$ cat config.mk
export PLATFORM = sky130hd
export DESIGN_NAME = imm_ram
export DESIGN_NICKNAME = d
export VERILOG_FILES = /design/src/sv/imm_ram.sv
export SDC_FILE = /design/constraint.sdc
export NUM_CORES = 2
export LEC_CHECK = 0
export BUFFER_PORTS_ARGS = -buffer_cell sky130_fd_sc_hd__buf_2
export CORE_UTILIZATION = 55
export CTS_BUF_LIST = sky130_fd_sc_hd__clkbuf_16
export DETAILED_ROUTE_END_ITERATION = 8
export GPL_ROUTABILITY_DRIVEN = 0
export PLACE_DENSITY = 0.82
export SYNTH_ARGS = -nofsm -noshare
export SYNTH_HDL_FRONTEND = slang
export SYNTH_SLANG_ARGS = --single-unit
$ cat constraint.sdc
create_clock -name clk_i -period 10.25 [get_ports clk_i]
set_input_delay 0.5125 -clock clk_i [delete_from_list [all_inputs] [get_ports clk_i]]
set_output_delay 0.5125 -clock clk_i [all_outputs]
set_load 0.02 [all_outputs]
$ cat src/sv/imm_ram.sv
// Generic single-write, single-read RAM with registered read data.
`timescale 1ns / 1ps
module imm_ram #(
  parameter int unsigned Width = 32,
  parameter int unsigned Depth = 64
) (
  input  logic                     clk_i,
  input  logic                     we_i,
  input  logic [$clog2(Depth)-1:0] waddr_i,
  input  logic [Width-1:0]         wdata_i,
  input  logic [$clog2(Depth)-1:0] raddr_i,
  output logic [Width-1:0]         rdata_o
);
  logic [Width-1:0] mem_q [Depth];
  logic [Width-1:0] rdata_q;

  always_ff @(posedge clk_i) begin
    if (we_i) mem_q[waddr_i] <= wdata_i;
    rdata_q <= mem_q[raddr_i];
  end

  assign rdata_o = rdata_q;
endmodule

Word level (Yosys, flattened, before mapping):

Memory sizes are Yosys's and may differ from the RTL's. A register that Yosys moved wholly into a read port is not among the register bits.
Index checks and enable logic that the tools add are counted.

* bits in writable memories: 2048
* memories kept: 1
* output and inout port bits: 32
* logic and storage cells: 3
* bits in registers: 0

* multiplexer cells: 2

Memory list
* mem_q: depth 64, width 32, read ports 1, clocked after Yosys merged registers in 1, write ports 1, line 14 `logic [Width-1:0] mem_q [Depth];`

Operators with widths (count)
* $mux 1: 2

Longest topological paths before layout:

* depth after elaboration: 2
* gate-level depth with buffers: 10
* depth with buffers taken out: 5

Worst setup path after synthesis:

No wires, ideal clock.

* kind: input to register
* from: input port waddr_i[3]
* to: memory mem_q[48][0] (enable)
* buffers on the path: 1
* setup slack: 6.578 ns
* data arrival time: 3.211 ns
* stages on the path: 4
* setup time: 0.461 ns
* data required time: 9.789 ns
* path through: clkbuf_1 > nor2b_1 > nand4b_1 > nor3_1

RTL lines
* start: declaration: line 9 `input logic [$clog2(Depth)-1:0] waddr_i,`
* end: declaration: line 14

No word-level cell before the write port.

==> impl_metrics.ini <==
[run_status]
outcome = complete, no violations

[logic_synthesis]
synth_edf_count = 2048
synth_nets = 3370
postSynth.asyncResetShare_pct = 0
netlist.area_leader.share_pct = 78.3
postSynthCellCount = 3324
synth.ff_latch_count = 2080
yosysSeqAreaShare_pct = 79.1
synth_cell_types = 34
syn_area_sq_um = 78500
synth_warnings = 0
synth.area.top_cells = edfxtp_1 (78%), mux4_2 (16%), mux2i_1 (1.2%)
syn_area_per_cell_sq_um = 23.6
synth-main-ff-cell = edfxtp_1
synth_top_area_cell = edfxtp_1

[cts]
cts_buffers = 193
cts_setup_buffers = 0
cts_tree = built
path_clk_slew_ns = 0.07
cts_root_buf = clkbuf_16
htreeDepth = 4
ctsResizeCount = 0
cts_hold_buf = 0
clock_latency_ns = 0.83
cts.sinks = 2080
clk_path_buf_depth = 3

[min_path]
worstHoldPathCells = 4
hp-start = raddr_i[4]
worstHoldEndpoint = rdata_o[5]
worstHoldPathType = in2reg

[placed_design]
place_area_sq_um = 81600
dp_hpwl_mm = 103
dp_cells = 5201
portBuffers = 77

[final_layout]
multiInputGateArea_sq_um = 16000
layout.cells.most_common = edfxtp_1
fin_nets = 3552
design_area_sq_um = 87700
most-common-layout-cells = edfxtp_1 (2048), mux4_2 (544), clkbuf_16 (199)
fillers = 8948
drive_gt1_share_pct = 28.4
synthToLayoutAreaGrowth_pct = 11.7
seqCellArea_sq_um = 62100
fin_cells = 5570

[sta]
slew_headroom_pct = 8.30
hold_viol = 0
fin_worst_skew_ns = 0.0336
finalCritPeriodShare_pct = 37.3
tightest_slew_ns = 1.38
max_freq_mhz = 262
slew_viol_final = 0
rsz0062_at_grt = no
tns_ns = 0
min_period_ns = 3.82
setup_viol = 0

[global_route]
grtUsageMet1_pct = 37.7
use_met3_pct = 7.92
grt-ovfl-total = 0
busiest_layer = met2
antenna_found_initial = 21
grt_start_max_net_pins = 135
met2_usage_pct = 47.2
gr-usage-all-layers_pct = 29.5
grt_pass1_vias = 40200
grt_pass1_wl_mm = 297

[drt]
wl_per_cell_microns = 38.0
via_per_inst = 7.00
drt_wl_total_mm = 212
final_antenna_net_count = 0
drc = 0
drt_iter0_drc = 6743
vias = 39000
drt_pass1_iterations = 6

[setup_path]
endpoint_kind = flop
worst_setup_path_start_kind = primary input
r2r-end = rdata_o[15]
r2r_slack_ns = 7.93
worstSetupPathType = in2reg
reg2reg_from = mem_q[16][15]
crit_required_ns = 10.92
ff2ff_path_depth = 4
cp_data_arrival_time_ns = 4.49
cp_max_fo = 113

[floorplanning]
die_h_microns = 380
die-area_sq_um = 144000
initial_core_util_pct = 55.5
core_area_sq_um = 142000
num_rows = 138
num_io_pins = 78
die_x_microns = 380

[power]
ir_worst_vdd_mv = 0.151
power_w = 0.0173
leakage_nw = 27.4
p_per_area_nw_per_um2 = 197

[flow_run]
cap_violations = 0
-- Yosys cell counts, types with 3 or more instances --
cell type / count
o22ai_1: 84
or3b_2: 3
mux2i_1: 93
mux4_2: 544
edfxtp_1: 2048
a311oi_1: 8
buf_6: 5
buf_1: 21
nand3_1: 5
o221ai_1: 27
nor2_1: 137
dfxtp_1: 32
nand2_1: 26
clkbuf_1: 74
nand2b_1: 8
a41o_1: 4
a21oi_1: 62
nand3b_1: 5
nor3_1: 7
or3_1: 3
o32ai_1: 4
and3_1: 4
buf_4: 25
buf_2: 57
nor2b_1: 15
a22oi_1: 12
-- area by class of cell --
class | count | area share [%]
well taps | 1890 | 2.70
clock inverters | 160 | 1.24
clock buffers | 199 | 5.68
repair buffers | 169 | 1.32
multi-input cells | 1062 | 18.2
diodes | 10 | 0.0285
flip-flops and latches | 2080 | 70.8
-- worst max-delay path by stage --
| stage | startpoint | end | slack (ns) | depth (start not counted) |
|---|---|---|---|---|
| finish | raddr_i[0] | rdata_o[31] | 6.43 | 7 |
| global route | raddr_i[0] | rdata_o[31] | 6.28 | 7 |
| CTS | raddr_i[0] | rdata_o[31] | 6.42 | 7 |
| detailed placement | raddr_i[0] | rdata_o[31] | 5.57 | 7 |
| global placement | raddr_i[0] | rdata_o[31] | 5.62 | 7 |
| floorplan | waddr_i[3] | mem_q[48][0] | 6.58 | 4 |
-- state kept, by name, indices dropped and copies added (netlist names) --
signal   count
mem_q     2048
rdata_o     32
-- power by group --
group          switching [W]  internal (W)  total (W)
clock network        0.00315       0.00382    0.00697
logic               0.000545      0.000302   0.000847
registers          0.0000552       0.00942    0.00947
total                0.00375        0.0135     0.0173
-- per-stage QoR --
| stage | util, % | hold slack [ns] | setup WS [ns] |
|---|---|---|---|
| final | 62.0 | 0.435 | 6.43 |
| after global routing | 62.0 | 0.433 | 6.28 |
| after CTS | 61.9 | 0.406 | 6.42 |
| after detailed placement | 57.7 | 0.722 | 5.57 |
| after global placement | 57.7 | 0.706 | 5.62 |
| after floorplan | - | 0.611 | 6.58 |
-- routing by layer --
layer  part of all wire, %  vias to the layer above
met5                 0.038                        -
met4                   5.3                       14
met3                    14                      640
met2                    49                     3576
met1                    32                    20200
li1                      -                    14600
-- critical path, cell delays in order --
cell,delay (ns)
buf_8,0.57
buf_12,0.69
buf_4,0.64
mux4_2,0.59
mux4_2,0.53
o22ai_1,0.55
nor2_1,0.12
-- kinds of logic after synthesis --
group	after synthesis	synth area share (%)
and+or+nand+nor	223	1.27
AOI/OAI and AO/OA	202	1.67
buffers and inverters	182	1.13
DFF	2080	79.1
muxes	637	16.8
(Power assumes the default switching activity.)
