==> src/sv/imm_pkg.sv <==
// Shared types and constants for the integer matrix multiply unit.
`timescale 1ns / 1ps
package imm_pkg;
  localparam int unsigned DataW = 32;
  localparam int unsigned IdxW  = 3;
  localparam int unsigned DimW  = 4;
  localparam int unsigned Slots = 8;
  localparam int unsigned AddrW = 2 * IdxW;
  localparam int unsigned Depth = 64;

  localparam logic [1:0] OP_WR_A = 2'd0;
  localparam logic [1:0] OP_WR_B = 2'd1;
  localparam logic [1:0] OP_MUL  = 2'd2;

  localparam logic [1:0] ST_OK  = 2'd0;
  localparam logic [1:0] ST_IDX = 2'd1;
  localparam logic [1:0] ST_DIM = 2'd2;

  localparam logic [1:0] REG_A_ROWS = 2'd0;
  localparam logic [1:0] REG_A_COLS = 2'd1;
  localparam logic [1:0] REG_B_ROWS = 2'd2;
  localparam logic [1:0] REG_B_COLS = 2'd3;

  typedef struct packed {
    logic             vld;
    logic             first;
    logic             lastk;
    logic [IdxW-1:0]  k;
    logic [DataW-1:0] a;
  } token_t;
endpackage

==> src/sv/imm_cell.sv <==
// One column cell: holds a column of B, multiplies passing A elements and accumulates.
`timescale 1ns / 1ps
module imm_cell (
  input  logic                       clk_i,
  input  logic                       rst_ni,
  input  logic                       b_we_i,
  input  logic [imm_pkg::IdxW-1:0]   b_row_i,
  input  logic [imm_pkg::DataW-1:0]  b_val_i,
  input  imm_pkg::token_t            tok_i,
  output imm_pkg::token_t            tok_o,
  output logic                       done_o,
  output logic [imm_pkg::DataW-1:0]  acc_o
);
  import imm_pkg::*;

  logic [DataW-1:0] b_q [Slots];
  token_t           tok_q;
  logic [DataW-1:0] prod_q;
  logic             pv_q, pf_q, pl_q;
  logic [DataW-1:0] acc_q;
  logic             done_q;

  always_ff @(posedge clk_i or negedge rst_ni) begin
    if (!rst_ni) begin
      for (int i = 0; i < Slots; i++) b_q[i] <= '0;
      tok_q  <= '0;
      pv_q   <= 1'b0;
      pf_q   <= 1'b0;
      pl_q   <= 1'b0;
      done_q <= 1'b0;
    end else begin
      if (b_we_i) b_q[b_row_i] <= b_val_i;
      tok_q  <= tok_i;
      pv_q   <= tok_i.vld;
      pf_q   <= tok_i.first;
      pl_q   <= tok_i.lastk;
      done_q <= pv_q & pl_q;
    end
  end

  always_ff @(posedge clk_i) begin
    prod_q <= tok_i.a * b_q[tok_i.k];
    if (pv_q) acc_q <= pf_q ? prod_q : acc_q + prod_q;
  end

  assign tok_o  = tok_q;
  assign done_o = done_q;
  assign acc_o  = acc_q;
endmodule

==> config.mk <==
export PLATFORM = sky130hd
export DESIGN_NAME = imm_cell
export DESIGN_NICKNAME = d
export VERILOG_FILES = /design/src/sv/imm_pkg.sv /design/src/sv/imm_cell.sv
export SDC_FILE = /design/constraint.sdc
export NUM_CORES = 2
export LEC_CHECK = 0
export ABC_CLOCK_PERIOD_IN_PS = 9870
export BUFFER_PORTS_ARGS = -buffer_cell sky130_fd_sc_hd__clkbuf_2
export CAP_MARGIN = 20
export CORE_ASPECT_RATIO = 0.75
export CORE_MARGIN = 2
export CORE_UTILIZATION = 40
export CTS_CLUSTER_DIAMETER = 30
export CTS_CLUSTER_SIZE = 16
export DETAILED_ROUTE_END_ITERATION = 8
export HOLD_SLACK_MARGIN = 0.02
export PLACE_DENSITY_LB_ADDON = 0.1
export SLEW_MARGIN = 20
export SYNTH_ARGS = -nofsm -noshare
export SYNTH_HDL_FRONTEND = slang
export SYNTH_SLANG_ARGS = --single-unit
==> constraint.sdc <==
create_clock -name clk_i -period 9.87 [get_ports clk_i]
set_input_delay 0.4935 -clock clk_i [delete_from_list [all_inputs] [get_ports clk_i]]
set_output_delay 0.4935 -clock clk_i [all_outputs]
set_load 0.1 [all_outputs]
# Word-level counts from Yosys, hierarchy flattened
# Index checks and enable logic that the tools add are counted.
# classes
add_sub_neg	1
mul	1
order_cmp	3
muxes	7
bitwise	3
n_reduce_logical	1
# ops
cell	count
256-bit bitwise mux	1
32-bit 2-to-1 mux	4
32-bit binary-select mux with 3-bit select	1
32-bit demux with 3-bit select	1
32-bit adder	1
32-bit by 32-bit multiplier with 32-bit output	1
4-bit greater-or-equal comparator (second input constant)	2
3-bit NOT with 4-bit output	2
4-bit by 1-bit < comparator with 1-bit output (second input constant)	1
1-bit AND	1
1-bit logical AND	1
# word_totals
reg_bits	359
in_bits	76
output_inout_bits	71
wordCells	32

# Longest topological paths before layout
# depth
depth_word	6
depth_mapped	33
depth_no_buf	28

# Worst setup path before layout
# No wires, ideal clock.
# synth_timing
kind	input to register
start	input port tok_i[32] (netlist bit)
end	register prod_q[31]
setup_time_ns	0.120
arrival_time_ns	8.261
t_required_ns	9.750
setup_slack_ns	1.489
stages	27
path_buffers	4
cell_sequence	buf_6 > buf_12 > mux4_2 > mux2i_1 > clkbuf_1 > clkbuf_1 > nor2b_1 > fa_1 > inv_1 > fa_1 > fa_1 > fa_1 > inv_1 > fa_1 > fa_1 > fa_1 > fa_1 > ha_1 > and4_1 > a21o_1 > a2111oi_0 > a311oi_1 > a211oi_1 > o21bai_1 > a21oi_1 > o21ai_0 > xnor2_1
# synth_between
elab_chain_cells	5
# synth_lines
element	line	text
from (decl)	imm_cell.sv:9	input imm_pkg::token_t tok_i,
3-bit NOT with 4-bit output (not written as such)	imm_cell.sv:42	prod_q <= tok_i.a * b_q[tok_i.k];
32-bit binary-select mux with 3-bit select	imm_cell.sv:42	
32-bit 2-to-1 mux (not written as such) (2 in series)	imm_cell.sv:42	
32-bit by 32-bit multiplier with 32-bit output	imm_cell.sv:42	
to (signal assigned)	imm_cell.sv:42	
to (decl)	imm_cell.sv:18	logic [DataW-1:0] prod_q;
# Every way passes these cells. The select of a mux whose other input is x is not followed.
# A chain may end at the register's enable or synchronous reset.

# Final worst setup path
# Same ends and word-level chain as after synthesis.

==> flow_summary.json <==
{
  "clock_sinks": 359,
  "synth_edf_count": 32,
  "finalHoldViolCount": 0,
  "hold_buffers": 4,
  "portBuffers": 146,
  "routed-wl-met2_mm": 40.95,
  "grt_usage_pct": 23.37,
  "core_um2": 78840,
  "synthCells": 2816,
  "grt_pass1_vias": 23294,
  "avgSynthCellArea_um2": 11.34,
  "wl_mm": 92.09,
  "synthesis.nets": 3455,
  "dpl.hpwl_mm": 68.72,
  "die_h_um": 248.7,
  "hold_class": "primary input to register",
  "violations": "design-rule violations",
  "pin_count": 147,
  "grt_remaining_overflow": 0,
  "dr.pass1.iters": 7,
  "vias": 21116,
  "holdWs_ns": 0.07722,
  "cts_made_buffers": 79,
  "crit_fanout": 26,
  "status": "finished with violations",
  "final_nets": 3605,
  "crit_required_ns": 10.34,
  "finalInstanceArea_um2": 36590,
  "max-slew-margin-rel_pct": 34.22,
  "grt_max_degree": 83,
  "clk_latency_ns": 0.62,
  "ys_seq_area_share_pct": 28.13,
  "post_cts_resize_count": 0,
  "tightest_slew_ns": 0.9867,
  "top_layer": "met5",
  "place.gp.congestion": 0.8369,
  "fin_crit_sh_pct": 86.72,
  "die_w_um": 330.3,
  "grt_pass1_wl_mm": 144.2,
  "arrival_ns": 9.03,
  "synth-seq-cells": 359,
  "async_flop_share_pct": 82.17,
  "drc": 18,
  "antenna_found_initial": 11,
  "post_cts_buffers": 0,
  "drive_gt1_share_pct": 22.61,
  "final-setup-viol-count": 0,
  "fin_skew_ns": 0.03262,
  "grt_setup_unrepaired": "no",
  "path_clk_slew_ns": 0.05,
  "wl_per_cell_um": 22.58,
  "dp_slack_ns": 0.5984,
  "ys.flop_type": "dfrtp_1",
  "cts_max_level": 3,
  "num_rows": 89,
  "die_area_um2": 82140,
  "startpoint_type": "primary input",
  "final_max_slew_viol_count": 0,
  "met3WireLength_mm": 5.235,
  "ant_nets": 0,
  "setup_tns_ns": 0,
  "wl_met1_mm": 43.25,
  "min_period_ns": 8.559,
  "area_growth_pct": 14.58,
  "cp-end-kind": "register",
  "maxCapViolations": 0,
  "start_util_pct": 40.51,
  "critPathKind": "primary input to register",
  "clock_path_buffers": 3,
  "vias_per_cell": 5.177,
  "layout_setup_ws_ns": 1.311,
  "synth_area_um2": 31940,
  "ys_warn_count": 0,
  "cts_tree": "yes",
  "postPlaceCellArea_um2": 33780,
  "drtIter0Drc": 1226,
  "cts_root_buf": "clkbuf_16",
  "fmax_mhz": 116.8,
  "ys_types": 74
}
==> final timing paths <==
check                          start    endpoint  slack [ns]  cells after the start
max in group asynchronous     rst_ni        pf_q        7.36                      4
max                        tok_i[32]  prod_q[31]        1.31                     27
max reg2reg                  b_q[70]  prod_q[31]        1.49                     25
min in group asynchronous     rst_ni    b_q[123]        0.42                      2
min reg2reg                   b_q[1]      b_q[1]        0.50                      1
min                        tok_i[31]   tok_o[31]        0.08                      1
==> cell usage after synthesis (7+ instances only) <==
| cell | instances | area share, % |
|---|---|---|
| a211oi_1 | 11 | 0.26 |
| a21o_1 | 23 | 0.54 |
| a21oi_1 | 49 | 0.77 |
| and2_1 | 218 | 4.3 |
| and3_1 | 9 | 0.18 |
| buf_6 | 10 | 0.35 |
| clkbuf_1 | 117 | 1.4 |
| dfrtp_1 | 295 | 23 |
| dfxtp_1 | 32 | 2.0 |
| edfxtp_1 | 32 | 3.0 |
| fa_1 | 409 | 26 |
| ha_1 | 154 | 6.0 |
| inv_1 | 398 | 4.7 |
| mux2_2 | 263 | 9.3 |
| mux2i_1 | 37 | 1.2 |
| mux4_2 | 48 | 3.4 |
| nand2_1 | 222 | 2.6 |
| nand2b_1 | 33 | 0.65 |
| nand3_1 | 9 | 0.14 |
| nand4_1 | 7 | 0.14 |
| nor2_1 | 54 | 0.63 |
| nor2b_1 | 97 | 1.9 |
| nor3_1 | 15 | 0.24 |
| o21a_1 | 13 | 0.31 |
| o21ai_0 | 45 | 0.71 |
| o31ai_1 | 9 | 0.21 |
| xnor2_1 | 69 | 1.9 |
| xor2_1 | 24 | 0.66 |
==> cell families (layout without fill, tap and decap cells) <==
group           count (synthesis)  after routing  share of synthesized area, %
flops                         359            359                         28.13
other cells                     0              3                             0
compound gates                205            205                         4.615
xor+xnor                       99             99                         2.915
simple gates                  696            696                         11.53
mux                           353            353                         14.17
buf+inv                       541            755                         6.970
fa+ha+maj                     563            563                         31.67
==> per-stage QoR <==
stage               instances  utilization [%]
detailed placement       3926            42.85
finish                   4079            46.42
CTS                      4075            46.38
global placement         3925            42.83
global route             4078            46.41
floorplan                2816                -
==> sequential cells by signal, summed over array words and instances, names as in the netlist <==
signal	flops
acc_o	32
b_q	256
done_o	1
pf_q	1
pl_q	1
prod_q	32
pv_q	1
tok_o	35
==> layout make-up <==
cell class                 instances  area (um2)
inverter                         399        1499
antenna                            3       7.507
tap                             1046        1309
clock inverter                    46       586.8
sequential                       359        8985
fill                            7277       42250
clock buffer                      99        2153
timing repair buffer             211        1266
multi-input combinational       1916       20790
==> placed cells by master, fill, tap and decap left out, types with 8 or more instances in the layout <==
cell type | Yosys | layout
a211oi_1 | 11 | 11
a21o_1 | 23 | 23
a21oi_1 | 49 | 49
and2_1 | 218 | 218
and3_1 | 9 | 9
buf_4 | 5 | 59
bufinv_16 | 0 | 9
clkbuf_1 | 117 | 11
clkbuf_16 | 0 | 80
clkbuf_2 | 0 | 143
clkbuf_8 | 0 | 8
clkinv_2 | 1 | 19
dfrtp_1 | 295 | 294
dfxtp_1 | 32 | 32
edfxtp_1 | 32 | 32
fa_1 | 409 | 409
ha_1 | 154 | 154
inv_1 | 398 | 398
mux2_2 | 263 | 263
mux2i_1 | 37 | 35
mux4_2 | 48 | 48
nand2_1 | 222 | 222
nand2b_1 | 33 | 33
nand3_1 | 9 | 9
nor2_1 | 54 | 54
nor2b_1 | 97 | 97
nor3_1 | 15 | 13
o21a_1 | 13 | 13
o21ai_0 | 45 | 45
o31ai_1 | 9 | 9
xnor2_1 | 69 | 69
xor2_1 | 24 | 24
==> worst max-delay path, stage by stage <==
cell,delay [ns]
buf_4,0.46
buf_4,0.31
mux4_2,0.55
mux2i_4,0.44
nor2b_1,0.12
fa_1,0.53
fa_1,0.44
fa_1,0.52
inv_1,0.05
fa_1,0.47
inv_1,0.05
fa_1,0.49
inv_1,0.05
fa_1,0.53
inv_1,0.05
fa_1,0.49
fa_1,0.41
ha_1,0.37
and4_1,0.25
a21o_1,0.19
a2111oi_0,0.39
a311oi_1,0.23
a211oi_1,0.38
o21bai_1,0.14
a21oi_1,0.23
o21ai_0,0.14
xnor2_1,0.15
==> routing by layer <==
| metal | up-vias | track usage [%] |
|---|---|---|
| li1 | 9376 | - |
| met1 | 11059 | 33.67 |
| met2 | 538 | 35.44 |
| met3 | 141 | 4.650 |
| met4 | 2 | 7.253 |
| met5 | - | 0 |
Power is not shown: default switching activity piles up to over one toggle a cycle in this logic, so the estimate is an artifact.
